==> config.mk <==
export PLATFORM = sky130hd
export DESIGN_NAME = hqr_queue
export DESIGN_NICKNAME = d
export VERILOG_FILES = /design/src/hw/rtl/hqr_pkg.sv /design/src/hw/rtl/hqr_queue.sv
export SDC_FILE = /design/constraint.sdc
export NUM_CORES = 1
export LEC_CHECK = 0
export ABC_AREA = 1
export BUFFER_PORTS_ARGS = -buffer_cell sky130_fd_sc_hd__buf_2
export CAP_MARGIN = 30
export CORE_UTILIZATION = 60
export DETAILED_ROUTE_END_ITERATION = 10
export PLACE_DENSITY_LB_ADDON = 0.15
export SLEW_MARGIN = 10
export SYNTH_ARGS = -nofsm -noshare
export SYNTH_HDL_FRONTEND = slang
export SYNTH_SLANG_ARGS = --single-unit
==> constraint.sdc <==
create_clock -name clk_i -period 4.7 [get_ports clk_i]
set_input_delay 0.47 -clock clk_i [delete_from_list [all_inputs] [get_ports clk_i]]
set_output_delay 0.47 -clock clk_i [all_outputs]
set_load 0.01 [all_outputs]
==> src/hw/rtl/hqr_pkg.sv <==
// Shared types and constants of the Householder QR block.
`default_nettype none
package hqr_pkg;

  localparam int MAX_ROWS_DEF    = 8;
  localparam int MAX_COLUMNS_DEF = 4;
  localparam int ROW_RESET       = 8;
  localparam int COL_RESET       = 4;
  localparam int ROW_REG_W       = 4;
  localparam int COL_REG_W       = 3;
  localparam int CFG_W           = 4;
  localparam int VALUE_W         = 32;
  localparam int ROW_IDX_W       = 3;
  localparam int COL_IDX_W       = 2;
  localparam int QUEUE_DEPTH     = 4;
  localparam int DIV_NUM_W       = 50;
  localparam int DIV_DEN_W       = 34;

  localparam logic [31:0] FX_ONE  = 32'h0001_0000;
  localparam logic [31:0] FX_TWO  = 32'h0002_0000;
  localparam logic [31:0] FX_ZERO = 32'h0000_0000;

  localparam logic CFG_ROW_COUNT    = 1'b0;
  localparam logic CFG_COLUMN_COUNT = 1'b1;

  typedef struct packed {
    logic [ROW_REG_W-1:0] row_count;
    logic [COL_REG_W-1:0] column_count;
  } cfg_t;

  typedef enum logic [4:0] {
    S_LOAD,
    S_COL,
    S_SS_RD,
    S_SS_MUL,
    S_SS_ACC,
    S_ROOT_GO,
    S_ROOT_WAIT,
    S_V_RD,
    S_V_GO,
    S_V_WAIT,
    S_TAU_GO,
    S_TAU_WAIT,
    S_DOT_COL,
    S_DOT_RD,
    S_DOT_MUL,
    S_DOT_ACC,
    S_DOT_SCALE,
    S_DOT_D,
    S_UPD_RD,
    S_UPD_MUL,
    S_UPD_WR,
    S_TAIL_WR,
    S_OUT_RD,
    S_OUT_EMIT,
    S_OUT_TAU
  } state_e;

endpackage
`default_nettype wire

==> src/hw/rtl/hqr_queue.sv <==
// Short item queue between the front end and the compute engine.
`default_nettype none
module hqr_queue import hqr_pkg::*; #(
  parameter int WIDTH = 32
) (
  input  wire logic             clk_i,
  input  wire logic             rst_ni,
  input  wire logic             push_i,
  input  wire logic [WIDTH-1:0] data_i,
  output logic                  full_o,
  input  wire logic             pop_i,
  output logic                  valid_o,
  output logic [WIDTH-1:0]      data_o
);

  localparam int PW = $clog2(QUEUE_DEPTH);
  localparam int NW = $clog2(QUEUE_DEPTH + 1);

  logic [WIDTH-1:0] slot_q [QUEUE_DEPTH];
  logic [PW-1:0]    wptr_q, wptr_d, rptr_q, rptr_d;
  logic [NW-1:0]    cnt_q, cnt_d;
  logic             do_push, do_pop;

  assign full_o  = cnt_q == NW'(QUEUE_DEPTH);
  assign valid_o = cnt_q != '0;
  assign data_o  = slot_q[rptr_q];
  assign do_push = push_i && !full_o;
  assign do_pop  = pop_i && valid_o;

  always_comb begin
    wptr_d = wptr_q;
    rptr_d = rptr_q;
    cnt_d  = cnt_q;
    if (do_push) wptr_d = (wptr_q == PW'(QUEUE_DEPTH - 1)) ? '0 : wptr_q + PW'(1);
    if (do_pop)  rptr_d = (rptr_q == PW'(QUEUE_DEPTH - 1)) ? '0 : rptr_q + PW'(1);
    if (do_push && !do_pop) cnt_d = cnt_q + NW'(1);
    if (do_pop && !do_push) cnt_d = cnt_q - NW'(1);
  end

  always_ff @(posedge clk_i) begin
    if (do_push) slot_q[wptr_q] <= data_i;
  end

  always_ff @(posedge clk_i or negedge rst_ni) begin
    if (!rst_ni) begin
      wptr_q <= '0;
      rptr_q <= '0;
      cnt_q  <= '0;
    end else begin
      wptr_q <= wptr_d;
      rptr_q <= rptr_d;
      cnt_q  <= cnt_d;
    end
  end

endmodule
`default_nettype wire

==> metrics.md <==
| Metric | Value |
|---|---|
| Synth Area in Compound Gates | 0.0884 |
| Leakage power | 2.69 nW |
| Final Critical Period | 2660 ps |
| Post-Synth Simple-Gate Area | 0.0875 |
| Yosys top cell by area | edfxtp_1 |
| # clock sinks | 135 |
| Clock Pin Slew Worst Setup and Hold Paths | 60 ps |
| Final Cycle Share | 0.567 |
| Clock insertion delay at the later pin of the skew report | 520 ps |
| Total Nets Final | 550 |
| Reg2Reg Setup Slack | 2550 ps |
| Layout area overhead | 20.3% |
| H-tree Lvls | 4 |
| VDD IR max | 0.000360 V |
| Fin util | 0.750 |
| Fin cells | 628 |
| Finished Cell Area | 0.00661 mm^2 |
| Count leader, synth | edfxtp_1 |
| Cells after synthesis | 433 |
| Die ar. | 0.00954 mm^2 |
| Average cell area after synthesis | 12.7 um^2 |
| First-pass GRT wire length | 16000 um |
| CTS buffer count | 17 |
| Total power | 4.32 mW |
| Root buffer cell | clkbuf_8 |
| Synth cell count leaders | 128 x edfxtp_1, 111 x nand2_1, 76 x inv_1 |
| First DRT Iteration DRCs | 188 |
| Critical Path RT | 4230 ps |
| Hold Vio Cnt, Final | 0 |
| Clk buf depth | 2 |
| Post-synthesis mux area share | 0 |
| Total number of vias | 3338 |
| Placed Cells | 595 |
| Initial Util | 0.624 |
| Routability cong. | 0.752 |
| Transition time of the tightest slew-check pin | 638 ps |
| Largest net degree at the start of global routing | 67 |
| Overall Global Routing Usage | 0.227 |
| CP Launch Type | register |
| HPWL after detailed placement | 5770 um |
| RSZ-0062 raised after global routing | no |
| Failing checks | design-rule violations |
| Critical path peak fanout | 66 |
| DR DRC count | 14 |
| Post-synthesis register bit count | 135 |
| Row Count | 34 |
| Core area | 0.00881 mm^2 |
| Ant. Diodes | 0 |
| Post-DRT Antenna Nets | 0 |
| Pre-Repair DR Iteration Count | 8 |
| Worst Setup End Kind | output port |
| Number of flops mapped to enable cells by yosys | 128 |
| Crit path from | rptr_q[0] |
| Cell Area, Placed | 0.00601 mm^2 |
| Post-synthesis adder-cell area fraction | 0.0173 |
| Post-Syn Area | 0.00549 mm^2 |
| Antenna violations before repair | 0 |
| FF-to-FF End | cnt_q[2] |
| Max-slew headroom | 0.575 |
| Run status | finished, violations left |
| Max frequency | 0.375 GHz |
| Critical Path Sink | data_o[0] |
| Main combinational cell family by area after synthesis | compound AO/OA/AOI/OAI gates |
| Maximum Capacitance Violations | 0 |
| Worst EP arrival | 2190 ps |
| Post-Synth XOR/XNOR Area | 0.00159 |
| Reg-to-reg startpoint | cnt_q[1] |
| Synth warn | 0 |
| Die width | 97.7 um |
| Worst Skew | 9.64 ps |
| Syn_nets | 476 |
| Area fraction of the dominant cell type after synthesis | 0.700 |
| Total power per unit cell area | 654 mW/mm^2 |
| Vias in the first global route | 3302 |
| # setup viols final | 0 |
| Netlist cell types | 17 |
| I/O pin cnt | 70 |
| Routed len/inst | 15.7 um |
| Global route overflow | 0 |
| Setup CP Type | register to output port |
| Routed wire length | 9860 um |
| Synth area leaders | edfxtp_1 70%, o211ai_1 8.7%, nand2_1 7.6% |
| Asr flop ratio synth | 0.0519 |
| Reg2Reg Depth | 10 |
| CTS tree | built |
| Die Ht | 97.7 um |
| Primary FF master, synth | edfxtp_1 |
| Layout cells sized above 1 | 0.217 |
| Vias/cell | 5.32 |
| Hold Path Class | input port to register |
| TNS Setup | 0 ps |
| Seq/Total Area, Yosys | 0.732 |
| Slew Limit Fails | 0 |
| Worst hold stages | 1 |
| Post-CTS setup buffers | 0 |
| I/O Buffers | 69 |
## cell type report
type / count / area [um^2]
fillers: 566 / 2200
repair buffers: 76 / 463
flip-flops and latches: 135 / 4020
clock buffers: 18 / 418
inverters: 79 / 297
well taps: 108 / 135
multi-input cells: 198 / 1100
clock inverters: 14 / 174
## metal layers
metal	vias up	global-route usage	wire, um
met5	-	0	0
met4	0	0.0979	147
met3	18	0.0576	377
met2	78	0.378	4980
met1	1603	0.284	4360
li1	1639	-	-
## cell families (layout without fill, tap and decap cells)
family / Yosys count / in the layout
xor gates and xnor gates: 1 / 1
and+or+nand+nor: 125 / 125
AOI/OAI and AO/OA: 65 / 65
DFF: 135 / 135
adders and majority gates: 7 / 7
buffers and inverters: 100 / 187
## report_power, final
| group | switching (mW) | leakage, nW | internal, mW |
|---|---|---|---|
| sequential | 0.143 | 1.26 | 1.59 |
| clock | 0.492 | 0.268 | 0.810 |
| combinational | 0.811 | 1.17 | 0.477 |
## placed cells by master, fill, tap and decap left out, drive strengths merged, types with 2 or more instances in the layout
master and n:
edfxtp 128, nand2 111, inv 82, buf 75, o211ai 64, clkbuf 18, nand3 7, dfrtp 7
ha 6, clkinvlp 6, nor2 6, bufinv 3, clkinv 2
## registers in the layout, indices dropped and copies added (netlist names)
name,cells
wptr_q,2
slot_q,128
cnt_q,3
rptr_q,2
## repair_timing
action | in CTS | in global routing
hold endpoints to repair | 7 | 0
hold buffers | 1 | 0
resized for setup | 0 | 0
## worst min path at each step
stage	startpoint	endpoint	slack (ps)
floorplan	rst_ni	cnt_q[0]	170
global placement	rst_ni	cnt_q[1]	310
detailed placement	rst_ni	wptr_q[0]	320
CTS	data_i[14]	slot_q[0][14]	150
global route	data_i[0]	slot_q[3][0]	150
finish	data_i[14]	slot_q[0][14]	160
## critical path, stage by stage (launching register included)
cell and delay, ps:
dfrtp_4 830, buf_12 340, nand2_1 130, o211ai_1 120, nand2_1 80, buf_2 150
## stage by stage
step | worst slack, ps | hold WS, ps
floorplan | 2230 | 174
global placement | 2510 | 311
detailed placement | 2580 | 318
CTS | 2030 | 153
global route | 1850 | 151
finish | 2040 | 163
(Power assumes the default switching activity.)
