--- src/hw/rtl/hqr_pkg.sv ---
// Shared types and constants of the Householder QR block.
`default_nettype none
package hqr_pkg;

  localparam int MAX_ROWS_DEF    = 8;
  localparam int MAX_COLUMNS_DEF = 4;
  localparam int ROW_RESET       = 8;
  localparam int COL_RESET       = 4;
  localparam int ROW_REG_W       = 4;
  localparam int COL_REG_W       = 3;
  localparam int CFG_W           = 4;
  localparam int VALUE_W         = 32;
  localparam int ROW_IDX_W       = 3;
  localparam int COL_IDX_W       = 2;
  localparam int QUEUE_DEPTH     = 4;
  localparam int DIV_NUM_W       = 50;
  localparam int DIV_DEN_W       = 34;

  localparam logic [31:0] FX_ONE  = 32'h0001_0000;
  localparam logic [31:0] FX_TWO  = 32'h0002_0000;
  localparam logic [31:0] FX_ZERO = 32'h0000_0000;

  localparam logic CFG_ROW_COUNT    = 1'b0;
  localparam logic CFG_COLUMN_COUNT = 1'b1;

  typedef struct packed {
    logic [ROW_REG_W-1:0] row_count;
    logic [COL_REG_W-1:0] column_count;
  } cfg_t;

  typedef enum logic [4:0] {
    S_LOAD,
    S_COL,
    S_SS_RD,
    S_SS_MUL,
    S_SS_ACC,
    S_ROOT_GO,
    S_ROOT_WAIT,
    S_V_RD,
    S_V_GO,
    S_V_WAIT,
    S_TAU_GO,
    S_TAU_WAIT,
    S_DOT_COL,
    S_DOT_RD,
    S_DOT_MUL,
    S_DOT_ACC,
    S_DOT_SCALE,
    S_DOT_D,
    S_UPD_RD,
    S_UPD_MUL,
    S_UPD_WR,
    S_TAIL_WR,
    S_OUT_RD,
    S_OUT_EMIT,
    S_OUT_TAU
  } state_e;

endpackage
`default_nettype wire

--- src/hw/rtl/hqr_front.sv ---
// Front end: configuration registers, element indexing and queue push.
`default_nettype none
module hqr_front import hqr_pkg::*; #(
  parameter int MAX_ROWS    = MAX_ROWS_DEF,
  parameter int MAX_COLUMNS = MAX_COLUMNS_DEF,
  localparam int RIW = $clog2(MAX_ROWS),
  localparam int CIW = (MAX_COLUMNS > 1) ? $clog2(MAX_COLUMNS) : 1,
  localparam int QW  = VALUE_W + RIW + CIW + 1
) (
  input  wire logic               clk_i,
  input  wire logic               rst_ni,
  input  wire logic               start_i,
  input  wire logic [VALUE_W-1:0] element_value_i,
  output logic                    busy_o,
  input  wire logic               cfg_we_i,
  input  wire logic               cfg_addr_i,
  input  wire logic [CFG_W-1:0]   cfg_wdata_i,
  input  wire logic               q_full_i,
  output logic                    q_push_o,
  output logic [QW-1:0]           q_data_o,
  output cfg_t                    cfg_o
);

  localparam int RCW = $clog2(MAX_ROWS + 1);
  localparam int CCW = $clog2(MAX_COLUMNS + 1);
  localparam int RowInit = (ROW_RESET > MAX_ROWS) ? MAX_ROWS : ROW_RESET;
  localparam int ColInit = (COL_RESET > MAX_COLUMNS) ? MAX_COLUMNS : COL_RESET;

  logic [ROW_REG_W-1:0] row_count_q, row_count_d;
  logic [COL_REG_W-1:0] column_count_q, column_count_d;
  logic [RIW-1:0]       row_q, row_d;
  logic [CIW-1:0]       col_q, col_d;
  logic                 last_row, last_col;
  logic [ROW_REG_W-1:0] rv;
  logic [COL_REG_W-1:0] cv;

  assign busy_o   = q_full_i;
  assign q_push_o = start_i && !q_full_i;
  assign last_row = (RCW'(row_q) + RCW'(1)) == RCW'(row_count_q);
  assign last_col = (CCW'(col_q) + CCW'(1)) == CCW'(column_count_q);
  assign q_data_o = {element_value_i, row_q, col_q, last_row && last_col};
  assign cfg_o.row_count    = row_count_q;
  assign cfg_o.column_count = column_count_q;

  always_comb begin
    row_count_d    = row_count_q;
    column_count_d = column_count_q;
    row_d          = row_q;
    col_d          = col_q;
    rv             = cfg_wdata_i;
    cv             = cfg_wdata_i[COL_REG_W-1:0];
    if (rv == '0) rv = ROW_REG_W'(1);
    if (int'(rv) > MAX_ROWS) rv = ROW_REG_W'(MAX_ROWS);
    if (cv == '0) cv = COL_REG_W'(1);
    if (int'(cv) > MAX_COLUMNS) cv = COL_REG_W'(MAX_COLUMNS);
    if (cfg_we_i) begin
      row_d = '0;
      col_d = '0;
      case (cfg_addr_i)
        CFG_ROW_COUNT:    row_count_d    = rv;
        CFG_COLUMN_COUNT: column_count_d = cv;
        default:          row_count_d    = row_count_q;
      endcase
    end else if (q_push_o) begin
      if (last_row) begin
        row_d = '0;
        col_d = last_col ? '0 : col_q + CIW'(1);
      end else begin
        row_d = row_q + RIW'(1);
      end
    end
  end

  always_ff @(posedge clk_i or negedge rst_ni) begin
    if (!rst_ni) begin
      row_count_q    <= ROW_REG_W'(RowInit);
      column_count_q <= COL_REG_W'(ColInit);
      row_q          <= '0;
      col_q          <= '0;
    end else begin
      row_count_q    <= row_count_d;
      column_count_q <= column_count_d;
      row_q          <= row_d;
      col_q          <= col_d;
    end
  end

endmodule
`default_nettype wire

--- config.mk ---
export PLATFORM = sky130hd
export DESIGN_NAME = hqr_front
export DESIGN_NICKNAME = d
export VERILOG_FILES = /design/src/hw/rtl/hqr_pkg.sv /design/src/hw/rtl/hqr_front.sv
export SDC_FILE = /design/constraint.sdc
export NUM_CORES = 1
export LEC_CHECK = 0
export BUFFER_PORTS_ARGS = -buffer_cell sky130_fd_sc_hd__buf_2
export CORE_MARGIN = 2
export CORE_UTILIZATION = 25
export DETAILED_ROUTE_END_ITERATION = 6
export HOLD_SLACK_MARGIN = 0.15
export PLACE_DENSITY = 0.57
export SKIP_CTS_REPAIR_TIMING = 1
export SLEW_MARGIN = 20
export SYNTH_ARGS = -nofsm -noshare
export SYNTH_HDL_FRONTEND = slang
export SYNTH_SLANG_ARGS = --single-unit
--- constraint.sdc ---
create_clock -name clk_i -period 4.75 [get_ports clk_i]
set_input_delay 0.475 -clock clk_i [delete_from_list [all_inputs] [get_ports clk_i]]
set_output_delay 0.475 -clock clk_i [all_outputs]
set_load 0.01 [all_outputs]
==> flow_metrics.tcl <==
set metrics [dict create \
    dpl_cell_area_um2 881 \
    critPathSlowestCell "dfrtp_1" \
    start_util_pct 25.9 \
    ios 89 \
    cp_cell_sequence "ha_1 -> xor2_1 -> or3_4 -> a21oi_1 -> and2_1 -> buf_2" \
    hold_viol_final 0 \
    cts_tree "done" \
    yosysWarnings 0 \
    status "completed" \
    ff2ff_setup_slack_ns 2.73 \
    p_leak_nw 0.459 \
    layout.nets 144 \
    grt_use_total_pct 9.70 \
    setup_tns_ns 0 \
    top_layer "met4" \
    critPathKind "reg -> out" \
    num_antenna_cells 0 \
    die_w_um 65.6 \
    tightest_slew_ns 0.285 \
    clk_latency_ns 0.24 \
    hold_path.class "in -> reg" \
    required_ns 4.28 \
    fin_crit_ns 2.41 \
    rsz0062_at_grt "no" \
    drt_iter0_markers 41 \
    clock_path_buffers 2 \
    slew_viol_final 0 \
    m1WireLength_um 721 \
    grt_pass1_wl_um 3180 \
    cp.arrival_ns 1.94 \
    cap_violations 0 \
    slew-limit-headroom_pct 80.8 \
    cellPowerDensity_nw_per_um2 346 \
    die_y_um 65.6 \
    avgSynthCellArea_um2 9.21 \
    clk_pin_slew_ns 0.05 \
    port_buffers 24 \
    finClkSkew_ns 0.00383 \
    end_kind "output pin" \
    antenna_found_initial 0 \
    drtPass1Iterations 5 \
    postLayoutCoreUtil_pct 25.8 \
    ys_seq_elements 12 \
    final_area_um2 946 \
    postRouteAntennaNets 0 \
    netlist_area_um2 948 \
    clock-sinks 12 \
    grt_pass1_vias 693 \
    syn-num-nets 147 \
    met3_length_um 244 \
    timing.fmax_mhz 414 \
    dr_total_vias 643 \
    hold_ws_ns 0.453 \
    cp_max_fo 7 \
    drive_gt1_share_pct 35.4 \
    via_per_inst 4.37 \
    overflow 0 \
    synthToLayoutAreaGrowth_pct -0.264 \
    fp-row-count 22 \
    finalSetupViolCount 0 \
    min_period_over_period_pct 50.8 \
    wl_per_cell_um 13.1 \
    htree_levels 1 \
    synth.distinct_cells 30 \
    place.gp.congestion 0.846 \
    yosysSeqAreaShare_pct 31.9 \
    coreArea_um2 3660 \
    cts_buffers 3 \
    met2WireLength_um 871 \
    cts-root-buf "clkbuf_8" \
    drc 0 \
    wirelength_um 1920 \
    synth_cells 103 \
    die-area_um2 4300 \
    worstSetupStartpointType "flip-flop" \
    grt_max_degree 13 \
    irDropWorstVdd_mv 0.0680 \
    slowest_delay_ns 0.46 \
]
layout by cell type (no fill, tap or decap), types with 3 or more instances in the layout:
master    Yosys  final
nand2_1       9      9
buf_2         0     24
xor2_1        4      4
o21ai_0       3      3
nor2_1        4      4
clkbuf_8      0      4
inv_1         3      3
dfrtp_1      10     10
nand2b_1      5      5
synthesized netlist by cell type:
master / instances / area (µm²)
nor3_1: 2 / 10.0
a22oi_1: 1 / 7.51
o31ai_1: 2 / 15.0
xor2_1: 4 / 35.0
nor4_1: 1 / 6.26
mux2_4: 1 / 15.0
or3_1: 1 / 6.26
a21oi_1: 2 / 10.0
nor2_1: 4 / 15.0
mux2i_1: 2 / 20.0
nand2b_1: 5 / 31.3
nand2_1: 9 / 33.8
nand3_1: 1 / 5.00
nand3b_1: 2 / 15.0
xnor2_1: 2 / 17.5
nor2b_1: 2 / 12.5
o22ai_1: 1 / 6.26
buf_4: 33 / 248
a211oi_4: 1 / 20.0
mux2_2: 2 / 22.5
inv_1: 3 / 11.3
o311ai_0: 1 / 8.76
and2_1: 1 / 6.26
a21bo_1: 1 / 10.0
dfstp_2: 2 / 52.6
o21ai_0: 3 / 15.0
dfrtp_1: 10 / 250
nand4_1: 1 / 6.26
ha_1: 2 / 25.0
or3_4: 1 / 11.3
area by class of cell:
| class | instances | area, µm² |
|---|---|---|
| fill | 406 | 2720 |
| tap | 48 | 60.1 |
| multi-input combinational | 55 | 387 |
| inverter | 3 | 11.3 |
| clock buffer | 4 | 55.1 |
| timing repair buffer | 25 | 130 |
| sequential | 12 | 303 |
cell families after synthesis:
group	count (synthesis)	share of synthesized area, %
flip-flops	12	31.9
adder cells (fa/ha/maj)	2	2.64
multiplexers	5	6.07
AO/OA/AOI/OAI	12	9.76
AND/OR/NAND/NOR	30	16.8
XOR/XNOR	6	5.54
buffers and inverters	36	27.3
critical path: cells and delay by family, from the launching register on:
family	cells	cell delay, ns
and+or+nand+nor	2	0.50
DFF	1	0.46
adders and majority gates	1	0.27
xor gates and xnor gates	1	0.17
AOI/OAI and AO/OA	1	0.17
buffers and inverters	1	0.12
through the flow:
| stage | setup WS (ns) | cells | total power, mW |
|---|---|---|---|
| after floorplan | 2.73 | 103 | 0.215 |
| after global placement | 2.65 | 142 | 0.218 |
| after detailed placement | 2.60 | 142 | 0.220 |
| after CTS | 2.33 | 146 | 0.333 |
| after global routing | 2.25 | 147 | 0.348 |
| final | 2.34 | 147 | 0.328 |
routing by layer:
metal / vias to the layer above / GRT usage [%]
met5: - / 0
li1: 303 / -
met2: 35 / 13.6
met3: 17 / 3.60
met4: 0 / 9.90
met1: 288 / 10.9
registers in the layout, summed over array words and instances, names as in the netlist:
signal / count
row_count_q: 4
col_q: 2
row_q: 3
column_count_q: 3
worst paths after layout:
kind / depth (start not counted) / endpoint / from
min in group asynchronous: 2 / row_q[2] / rst_ni
min reg2reg: 2 / row_count_q[0] / row_count_q[0]
max reg2reg: 5 / col_q[0] / row_q[0]
min: 2 / row_count_q[0] / cfg_wdata_i[3]
max in group asynchronous: 2 / column_count_q[2] / rst_ni
max: 6 / q_data_o[0] / row_q[0]
power by group:
group	total [mW]	switching (mW)	internal [mW]
registers	0.135	0.0182	0.117
logic	0.0826	0.0422	0.0405
clock network	0.110	0.0368	0.0732
Note: power is estimated with default switching activity, not from simulation.
